===== config.mk =====
export PLATFORM = sky130hd
export DESIGN_NAME = board_position_hash
export DESIGN_NICKNAME = d
export VERILOG_FILES = /design/src/sv/bph_pkg.sv /design/src/sv/board_position_hash.sv /design/src/sv/bph_datapath.sv /design/src/sv/bph_ctrl.sv
export SDC_FILE = /design/constraint.sdc
export NUM_CORES = 2
export LEC_CHECK = 0
export BUFFER_PORTS_ARGS = -buffer_cell sky130_fd_sc_hd__buf_2
export CAP_MARGIN = 20
export CELL_PAD_IN_SITES_DETAIL_PLACEMENT = 0
export CELL_PAD_IN_SITES_GLOBAL_PLACEMENT = 1
export CORE_ASPECT_RATIO = 1.25
export CORE_UTILIZATION = 56
export CTS_CLUSTER_DIAMETER = 40
export CTS_CLUSTER_SIZE = 40
export DETAILED_ROUTE_END_ITERATION = 8
export MAX_ROUTING_LAYER = met4
export PLACE_DENSITY_LB_ADDON = 0.1
export REMOVE_ABC_BUFFERS = 1
export SYNTH_ARGS = -nofsm -noshare
export SYNTH_HDL_FRONTEND = slang
export SYNTH_SLANG_ARGS = --single-unit

===== constraint.sdc =====
create_clock -name clk -period 25.4 [get_ports clk]
set_input_delay 5.08 -clock clk [delete_from_list [all_inputs] [get_ports clk]]
set_output_delay 5.08 -clock clk [all_outputs]
set_load 0.01 [all_outputs]

===== src/sv/bph_pkg.sv =====
// Shared types, constants and command structs for the board position hash block.
package bph_pkg;

	// Key generator constants
	localparam logic [63:0] KEY_SEED  = 64'hC1A0D00D5EED1234;
	localparam logic [63:0] KEY_GAMMA = 64'h9E3779B97F4A7C15;
	localparam logic [63:0] KEY_MUL1  = 64'hBF58476D1CE4E5B9;
	localparam logic [63:0] KEY_MUL2  = 64'h94D049BB133111EB;

	localparam int unsigned MIX_SHIFT1 = 30;
	localparam int unsigned MIX_SHIFT2 = 27;
	localparam int unsigned MIX_SHIFT3 = 31;

	// Board geometry and key table layout
	localparam int unsigned SQUARES         = 64;
	localparam int unsigned PIECE_KINDS_DEF = 12;
	localparam int unsigned CASTLE_KEYS     = 16;
	localparam int unsigned EP_KEYS         = 8;

	// Key jobs per item, in the order they are run
	localparam int unsigned KEY_COUNT = 5;

	typedef enum logic [2:0] {
		KEY_PIECE  = 3'd0,
		KEY_PAWN   = 3'd1,
		KEY_CASTLE = 3'd2,
		KEY_EP     = 3'd3,
		KEY_SIDE   = 3'd4
	} key_sel_t;

	// Datapath operation for the current cycle
	typedef enum logic [2:0] {
		MIX_NONE,
		MIX_BASE,
		MIX_P0,
		MIX_P1,
		MIX_P2,
		MIX_ACC
	} mix_op_t;

	typedef struct packed {
		logic [5:0] square;
		logic       occupied;
		logic [3:0] piece_kind;
		logic       pawn_here;
		logic       pawn_black;
		logic       last;
		logic [3:0] castle_rights;
		logic       ep_valid;
		logic [2:0] ep_file;
		logic       black_to_move;
	} item_t;

	typedef struct packed {
		logic [63:0] position_hash;
		logic [63:0] pawn_hash;
	} result_t;

	// Controller to datapath
	typedef struct packed {
		logic     capture;
		mix_op_t  op;
		logic     round;
		key_sel_t key;
		logic     emit;
	} cmd_t;

	// Datapath to controller
	typedef struct packed {
		logic [KEY_COUNT-1:0] need;
		logic                 last;
	} status_t;

endpackage


===== src/sv/board_position_hash.sv =====
// Top level of the board position hash block: controller plus datapath.
//
// Zobrist hash of a chess position, one square per input transaction, with
// splitmix64 keys generated on demand. Each key is built by one shared
// 32x32 multiplier: the counter value is loaded, three partial products are
// formed per mixing round over two rounds, and the key is then folded in. An
// item is finished before the next is accepted: it runs k key jobs, where k
// is 0 to 2 on ordinary squares (piece key when occupied and the piece kind
// is in range, pawn key when occupied with a pawn), plus 1 to 3 on the last
// square (castling always, en passant and side when flagged), and the last
// square also loads the result register. The result waits in its own
// register, so new squares are accepted while it is not yet taken; only a
// following last square stalls until the previous result is gone.
module board_position_hash #(
	parameter int unsigned PIECE_KINDS = bph_pkg::PIECE_KINDS_DEF
) (
	input  logic              clk,
	input  logic              arst_n,
	input  logic              item_valid,
	output logic              item_ready,
	input  bph_pkg::item_t    item,
	output logic              result_valid,
	input  logic              result_ready,
	output bph_pkg::result_t  result
);

	bph_pkg::cmd_t     cmd;
	bph_pkg::status_t  status;

	bph_ctrl u_ctrl (
		.clk          (clk),
		.arst_n       (arst_n),
		.item_valid   (item_valid),
		.item_ready   (item_ready),
		.result_valid (result_valid),
		.result_ready (result_ready),
		.status       (status),
		.cmd          (cmd)
	);

	bph_datapath #(
		.PIECE_KINDS (PIECE_KINDS)
	) u_datapath (
		.clk    (clk),
		.arst_n (arst_n),
		.item   (item),
		.cmd    (cmd),
		.status (status),
		.result (result)
	);

endmodule


===== src/sv/bph_datapath.sv =====
// Datapath: item register, splitmix64 key mixer on a shared 32x32 multiplier, accumulators.
module bph_datapath #(
	parameter int unsigned PIECE_KINDS = bph_pkg::PIECE_KINDS_DEF
) (
	input  logic              clk,
	input  logic              arst_n,
	input  bph_pkg::item_t    item,
	input  bph_pkg::cmd_t     cmd,
	output bph_pkg::status_t  status,
	output bph_pkg::result_t  result
);

	localparam int unsigned KEY_TOTAL = PIECE_KINDS * bph_pkg::SQUARES
		+ 2 * bph_pkg::SQUARES + bph_pkg::CASTLE_KEYS + bph_pkg::EP_KEYS + 1;
	localparam int unsigned IDX_W = $clog2(KEY_TOTAL);
	localparam logic [IDX_W-1:0] PAWN_BASE   = IDX_W'(PIECE_KINDS * bph_pkg::SQUARES);
	localparam logic [IDX_W-1:0] CASTLE_BASE =
		IDX_W'(PIECE_KINDS * bph_pkg::SQUARES + 2 * bph_pkg::SQUARES);
	localparam logic [IDX_W-1:0] EP_BASE     =
		IDX_W'(PIECE_KINDS * bph_pkg::SQUARES + 2 * bph_pkg::SQUARES + bph_pkg::CASTLE_KEYS);
	localparam logic [IDX_W-1:0] SIDE_INDEX  = IDX_W'(KEY_TOTAL - 1);

	bph_pkg::item_t    item_q;
	logic [63:0]       z_q;
	logic [63:0]       prod_q;
	logic [63:0]       full_acc_q;
	logic [63:0]       pawn_acc_q;
	bph_pkg::result_t  result_q;

	logic [IDX_W-1:0]  key_idx;
	logic [IDX_W:0]    idx_plus1;
	logic [63:0]       base_val;
	logic [63:0]       mix_x;
	logic [63:0]       mix_m;
	logic [31:0]       mul_a;
	logic [31:0]       mul_b;
	logic [63:0]       mul_p;
	logic [63:0]       key_val;

	// Capture the item while the controller works on it
	always_ff @(posedge clk) begin
		if (cmd.capture) begin
			item_q <= item;
		end
	end

	// Key jobs this item needs
	always_comb begin
		status.need = '0;
		status.need[bph_pkg::KEY_PIECE] = item_q.occupied
			&& ({1'b0, item_q.piece_kind} < 5'(PIECE_KINDS));
		status.need[bph_pkg::KEY_PAWN]   = item_q.occupied && item_q.pawn_here;
		status.need[bph_pkg::KEY_CASTLE] = item_q.last;
		status.need[bph_pkg::KEY_EP]     = item_q.last && item_q.ep_valid;
		status.need[bph_pkg::KEY_SIDE]   = item_q.last && item_q.black_to_move;
		status.last = item_q.last;
	end

	// Select the key index of the current job
	always_comb begin
		case (cmd.key)
			bph_pkg::KEY_PIECE:  key_idx = IDX_W'({item_q.piece_kind, item_q.square});
			bph_pkg::KEY_PAWN:   key_idx = PAWN_BASE + IDX_W'({item_q.pawn_black, item_q.square});
			bph_pkg::KEY_CASTLE: key_idx = CASTLE_BASE + IDX_W'(item_q.castle_rights);
			bph_pkg::KEY_EP:     key_idx = EP_BASE + IDX_W'(item_q.ep_file);
			bph_pkg::KEY_SIDE:   key_idx = SIDE_INDEX;
			default:             key_idx = '0;
		endcase
	end

	// Counter value seed + (n+1)*gamma; the index is narrow, so this is a small constant multiply
	assign idx_plus1 = {1'b0, key_idx} + (IDX_W+1)'(1);
	assign base_val  = bph_pkg::KEY_SEED + 64'(idx_plus1) * bph_pkg::KEY_GAMMA;

	// Mixer operand and constant for the current round
	assign mix_x = cmd.round ? (z_q ^ (z_q >> bph_pkg::MIX_SHIFT2))
	                         : (z_q ^ (z_q >> bph_pkg::MIX_SHIFT1));
	assign mix_m = cmd.round ? bph_pkg::KEY_MUL2 : bph_pkg::KEY_MUL1;

	// Shared 32x32 multiplier: low*low, high*low, low*high partial products
	always_comb begin
		case (cmd.op)
			bph_pkg::MIX_P1: begin
				mul_a = mix_x[63:32];
				mul_b = mix_m[31:0];
			end
			bph_pkg::MIX_P2: begin
				mul_a = mix_x[31:0];
				mul_b = mix_m[63:32];
			end
			default: begin
				mul_a = mix_x[31:0];
				mul_b = mix_m[31:0];
			end
		endcase
	end
	assign mul_p = 64'(mul_a) * 64'(mul_b);

	assign key_val = z_q ^ (z_q >> bph_pkg::MIX_SHIFT3);

	// Advance the mixer: load the counter value, then build each product mod 2^64
	always_ff @(posedge clk) begin
		case (cmd.op)
			bph_pkg::MIX_BASE: z_q <= base_val;
			bph_pkg::MIX_P0:   prod_q <= mul_p;
			bph_pkg::MIX_P1:   prod_q[63:32] <= prod_q[63:32] + mul_p[31:0];
			bph_pkg::MIX_P2:   z_q <= {prod_q[63:32] + mul_p[31:0], prod_q[31:0]};
			default: begin
			end
		endcase
	end

	// Fold finished keys into the accumulators; clear them when the result is loaded
	always_ff @(posedge clk or negedge arst_n) begin
		if (!arst_n) begin
			full_acc_q <= '0;
			pawn_acc_q <= '0;
		end else if (cmd.emit) begin
			full_acc_q <= '0;
			pawn_acc_q <= '0;
		end else if (cmd.op == bph_pkg::MIX_ACC) begin
			if (cmd.key == bph_pkg::KEY_PAWN) begin
				pawn_acc_q <= pawn_acc_q ^ key_val;
			end else begin
				full_acc_q <= full_acc_q ^ key_val;
			end
		end
	end

	// Hold the result until the controller loads the next one
	always_ff @(posedge clk) begin
		if (cmd.emit) begin
			result_q.position_hash <= full_acc_q;
			result_q.pawn_hash     <= pawn_acc_q;
		end
	end

	assign result = result_q;

`ifndef NO_ASSERTIONS
	a_clear_after_emit: assert property (@(posedge clk) disable iff (!arst_n)
		cmd.emit |=> (full_acc_q == '0) && (pawn_acc_q == '0))
		else $error("accumulators not cleared after result load");
`endif

endmodule


===== src/sv/bph_ctrl.sv =====
// Controller: sequences key jobs per item through the mixer and loads the result register.
module bph_ctrl (
	input  logic              clk,
	input  logic              arst_n,
	input  logic              item_valid,
	output logic              item_ready,
	output logic              result_valid,
	input  logic              result_ready,
	input  bph_pkg::status_t  status,
	output bph_pkg::cmd_t     cmd
);

	typedef enum logic [2:0] {
		ST_IDLE,
		ST_SCAN,
		ST_BASE,
		ST_P0,
		ST_P1,
		ST_P2,
		ST_ACC,
		ST_EMIT
	} state_t;

	state_t             state_q;
	bph_pkg::key_sel_t  key_q;
	logic               round_q;
	logic               result_valid_q;

	logic [3:0]         pick_first;
	logic [3:0]         pick_next;
	logic               emit_go;

	// Lowest needed key job at or after start; top bit flags a hit
	function automatic logic [3:0] pick_key(input logic [bph_pkg::KEY_COUNT-1:0] need,
	                                        input logic [3:0] start);
		logic [3:0] r;
		r = '0;
		for (int j = bph_pkg::KEY_COUNT - 1; j >= 0; j--) begin
			if (need[j] && (4'(j) >= start)) begin
				r = {1'b1, 3'(j)};
			end
		end
		return r;
	endfunction

	assign pick_first = pick_key(status.need, 4'd0);
	assign pick_next  = pick_key(status.need, {1'b0, key_q} + 4'd1);
	assign emit_go    = (state_q == ST_EMIT) && (!result_valid_q || result_ready);

	assign item_ready   = (state_q == ST_IDLE);
	assign result_valid = result_valid_q;

	// Hold state and the result valid flag
	always_ff @(posedge clk or negedge arst_n) begin
		if (!arst_n) begin
			state_q        <= ST_IDLE;
			key_q          <= bph_pkg::KEY_PIECE;
			round_q        <= 1'b0;
			result_valid_q <= 1'b0;
		end else begin
			if (emit_go) begin
				result_valid_q <= 1'b1;
			end else if (result_valid_q && result_ready) begin
				result_valid_q <= 1'b0;
			end
			case (state_q)
				ST_IDLE: begin
					if (item_valid) begin
						state_q <= ST_SCAN;
					end
				end
				ST_SCAN: begin
					if (pick_first[3]) begin
						key_q   <= bph_pkg::key_sel_t'(pick_first[2:0]);
						round_q <= 1'b0;
						state_q <= ST_BASE;
					end else begin
						state_q <= status.last ? ST_EMIT : ST_IDLE;
					end
				end
				ST_BASE: state_q <= ST_P0;
				ST_P0:   state_q <= ST_P1;
				ST_P1:   state_q <= ST_P2;
				ST_P2: begin
					if (!round_q) begin
						round_q <= 1'b1;
						state_q <= ST_P0;
					end else begin
						state_q <= ST_ACC;
					end
				end
				ST_ACC: begin
					if (pick_next[3]) begin
						key_q   <= bph_pkg::key_sel_t'(pick_next[2:0]);
						round_q <= 1'b0;
						state_q <= ST_BASE;
					end else begin
						state_q <= status.last ? ST_EMIT : ST_IDLE;
					end
				end
				ST_EMIT: begin
					if (emit_go) begin
						state_q <= ST_IDLE;
					end
				end
				default: state_q <= ST_IDLE;
			endcase
		end
	end

	// Decode datapath commands from state
	always_comb begin
		cmd.capture = (state_q == ST_IDLE) && item_valid;
		cmd.round   = round_q;
		cmd.key     = key_q;
		cmd.emit    = emit_go;
		case (state_q)
			ST_BASE: cmd.op = bph_pkg::MIX_BASE;
			ST_P0:   cmd.op = bph_pkg::MIX_P0;
			ST_P1:   cmd.op = bph_pkg::MIX_P1;
			ST_P2:   cmd.op = bph_pkg::MIX_P2;
			ST_ACC:  cmd.op = bph_pkg::MIX_ACC;
			default: cmd.op = bph_pkg::MIX_NONE;
		endcase
	end

`ifndef NO_ASSERTIONS
	a_accept_to_scan: assert property (@(posedge clk) disable iff (!arst_n)
		(item_valid && item_ready) |=> (state_q == ST_SCAN))
		else $error("accepted transaction did not start a scan");

	a_acc_after_two_rounds: assert property (@(posedge clk) disable iff (!arst_n)
		(state_q == ST_ACC) |-> (($past(state_q) == ST_P2) && $past(round_q)))
		else $error("key folded before both mixer rounds");

	a_emit_only_on_last: assert property (@(posedge clk) disable iff (!arst_n)
		cmd.emit |-> status.last)
		else $error("result loaded for a transaction without last");
`endif

endmodule


==> Implementation_results.wiki <==
{| class="wikitable"
! Metric !! Value
|-
| Weighted congestion at the end of routability-driven global placement || 1.09
|-
| Slowest cell delay on critical path || 890 ps
|-
| Global router's overall resource usage || 0.403
|-
| WL per Instance || 27.7 microns
|-
| Number of antenna violations at the first check in global routing || 5
|-
| Total number of vias || 42600
|-
| Total number of clock tree sinks || 415
|-
| Remaining number of nets flagged by the antenna check after routing || 0
|-
| FF-to-FF setup slack || 12820 ps
|-
| Later-pin clock latency in the skew report || 680 ps
|-
| Final TNS setup || 0 ps
|-
| # Post-CTS Setup Buffers || 0
|-
| Total count of hold-check failures in the final report || 0
|-
| Largest net degree at the start of global routing || 105
|-
| Headroom to the max-slew limit || 0.302
|-
| Post_cts resized || 0
|-
| Most repeated library cell on the critical path || fa_1
|-
| Combined area of the multi-input logic cells || 40900 sq um
|-
| Post-layout min period || 12580 ps
|-
| Post-Route Hold Slack || 443 ps
|-
| Detail Route met3 WL || 18400 microns
|-
| Ratio of cells with drive above 1 in the final layout || 0.0653
|-
| Clock slew at the register clock pins of the worst setup and hold paths || 60 ps
|-
| Number of I/O port buffers || 156
|-
| Critical-path maximum fanout || 63
|-
| Crit path kind || reg -> reg
|-
| Mean post-synth cell area || 10.1 sq um
|-
| Wire length of the first global-routing pass || 297000 microns
|-
| Wire length on met2 || 93100 microns
|-
| Std-Cell Rows || 131
|-
| Final clock period utilization by the worst path || 0.495
|-
| Total Routed Length || 201000 microns
|-
| Number of instances in the synthesized netlist || 5762
|-
| Clock tree root driver cell || clkbuf_16
|-
| Cts-stage hold buffer count || 0
|-
| Register bit total from synthesis || 415
|-
| CP endpoint kind || flip-flop
|-
| Uppermost layer routed || met4
|-
| Predominant post-synthesis flop cell || edfxtp_1
|-
| Die height || 362 microns
|-
| Vias per std cell || 5.87
|-
| Number of nets at the end of the flow || 7490
|-
| Share of flip-flops with an asynchronous set or reset || 0.328
|-
| Starting density of the core || 0.567
|-
| Hpwl dp || 171000 microns
|-
| Area growth syn-to-layout || 7.99%
|-
| Number of distinct library cell variants in the gate-level netlist after synthesis || 91
|-
| CTS tree || done
|-
| Number of buffers added by the clock tree synthesis step || 60
|-
| Unrepaired setup endpoints after global routing || no
|-
| Number of DRC violations after detailed-routing iteration 0 || 4411
|-
| Category of the worst setup path launch point || flip-flop
|-
| Max_cap viols || 0
|-
| Worst-Margin Slew || 1040 ps
|-
| Via count of the first global-routing pass || 44300
|-
| Final setup viols || 0
|-
| Type of the tightest min-delay check || reg -> reg
|-
| DR DRC count || 0
|-
| Number of synthesized flops with an enable pin || 279
|-
| FILL cells || 8779
|-
| FF+latch area || 11800 sq um
|-
| Worst path required time || 25720 ps
|-
| DIE WIDTH || 290 microns
|-
| Result of the run || completed
|-
| Count of synthesis-stage warnings from yosys || 0
|-
| Number of detailed-routing iterations run before antenna repair || 6
|-
| Portion of the post-synthesis area used by sequential elements || 0.203
|-
| Max-slew violation count || 0
|-
| # H-tree levels || 2
|-
| Max clock buf depth || 3
|-
| Overall die area || 105000 sq um
|-
| Worst setup skew after layout || 106 ps
|-
| IO Pins || 157
|-
| Total gr overflow || 0
|-
| Area of the core region || 102000 sq um
|-
| Synth Cell Area || 58100 sq um
|-
| Highest Clock Rate || 0.0795 GHz
|-
| WP data arrival || 12890 ps
|-
| Critical Path Slowest Stage Cell || a221oi_1
|-
| Routed length on met1 || 78800 microns
|}
[critical path, delay by kind of cell, from the launching register on]
family                     cells  cell delay, ps
and+or+nand+nor                1             570
buffers and inverters          8            2280
AOI/OAI and AO/OA             13            3200
xor gates and xnor gates       3             650
muxes                          3             490
DFF                            1             780
adders and majority gates     10            4190
[synth_stat cells, types with 5 or more instances]
cell	instances	area, sq um
a311oi_1	5	43.8
a41oi_1	5	43.8
nand2_1	367	1380
dfrtp_1	136	3400
nor3_1	60	300
o31a_1	6	52.6
xnor2_1	164	1440
a21o_1	91	683
o21a_1	15	113
fa_1	1044	20900
a21boi_1	5	37.5
or3_1	71	444
nor2_1	429	1610
o21bai_1	19	143
buf_1	16	60.1
a31oi_1	24	150
mux2i_1	66	661
nor2b_1	20	125
a221oi_1	6	52.6
inv_1	1305	4900
buf_2	6	30.0
a21boi_0	5	37.5
and3_1	19	119
nand2b_1	22	138
xor2_1	134	1170
a21oi_1	314	1570
a22oi_1	6	45.0
and2_1	20	125
o31ai_1	14	105
o21ai_0	173	866
nand3_1	36	180
ha_1	540	6760
clkbuf_1	151	567
edfxtp_1	279	8380
o211ai_1	17	128
o22ai_1	8	50.1
nor4_1	9	56.3
a211oi_1	7	52.6
o21ai_1	24	120
nand4_1	24	150
and4_1	11	96.3
[cell families (layout without fill, tap and decap cells)]
family                   Yosys count  count (layout)  share of synthesized area
AO/OA/AOI/OAI                    800             800                     0.0840
AND/OR/NAND/NOR                 1110            1110                     0.0842
adder cells (fa/ha/maj)         1584            1584                      0.476
flip-flops                       415             415                      0.203
buffers and inverters           1483            1652                     0.0959
XOR/XNOR                         299             299                     0.0452
multiplexers                      69              69                     0.0121
other                              2               8                   0.000129
[metrics by stage]
stage               setup WS, ps   util  std cells  cell area, sq um
floorplan                   9670      -       5589             57500
global placement           13200  0.591       7145             60500
detailed placement         13130  0.591       7146             60500
CTS                        13080  0.612       7260             62700
global route               12400  0.613       7266             62800
finish                     12820  0.613       7267             62800
[flip-flops by register name, indices dropped and copies added (netlist names), 3 cells and up]
register / flops
u_ctrl.key_q: 3
u_ctrl.state_q: 3
u_datapath.full_acc_q: 64
u_datapath.item_q: 22
u_datapath.pawn_acc_q: 64
u_datapath.prod_q: 64
u_datapath.result: 128
u_datapath.z_q: 64
[cell usage in the layout, fill, tap and decap left out, types with 22 or more instances in the layout]
cell type / Yosys / routed
o21ai_1: 24 / 24
o21ai_0: 173 / 172
buf_4: 0 / 70
nand3_1: 36 / 36
edfxtp_1: 279 / 279
a31oi_1: 24 / 24
nand4_1: 24 / 24
inv_1: 1305 / 1305
a21o_1: 91 / 91
nor3_1: 60 / 60
or3_1: 71 / 71
nor2_1: 429 / 426
nand2_1: 367 / 363
mux2i_1: 66 / 64
fa_1: 1044 / 1044
buf_2: 6 / 156
clkbuf_16: 0 / 60
xnor2_1: 164 / 162
a21oi_1: 314 / 313
ha_1: 540 / 540
nand2b_1: 22 / 22
xor2_1: 134 / 133
dfrtp_1: 136 / 135
[routing by layer]
layer | vias up | track usage
li1 | 18400 | -
met1 | 21600 | 0.513
met2 | 2161 | 0.622
met3 | 463 | 0.0887
met4 | 0 | 0.176
met5 | - | -
[cell type report]
type,instances,share of cell area
tap,1330,0.0265
sequential,415,0.188
clock buffer,66,0.0251
multi-input combinational,3864,0.651
inverter,1310,0.0784
timing repair buffer,228,0.0214
clock inverter,48,0.00975
antenna,6,0.000239
[final timing paths]
path | to | from | depth (start not counted)
max | u_datapath.prod_q[57] | u_ctrl.round_q | 38
min in group asynchronous | u_datapath.full_acc_q[5] | arst_n | 1
max in group asynchronous | u_datapath.pawn_acc_q[9] | arst_n | 2
max reg2reg | u_datapath.prod_q[57] | u_ctrl.round_q | 38
min reg2reg | u_datapath.result[64] | u_datapath.full_acc_q[0] | 0
min | u_datapath.result[64] | u_datapath.full_acc_q[0] | 0
Power is not shown: default switching activity piles up to over one toggle a cycle in this logic, so the estimate is an artifact.
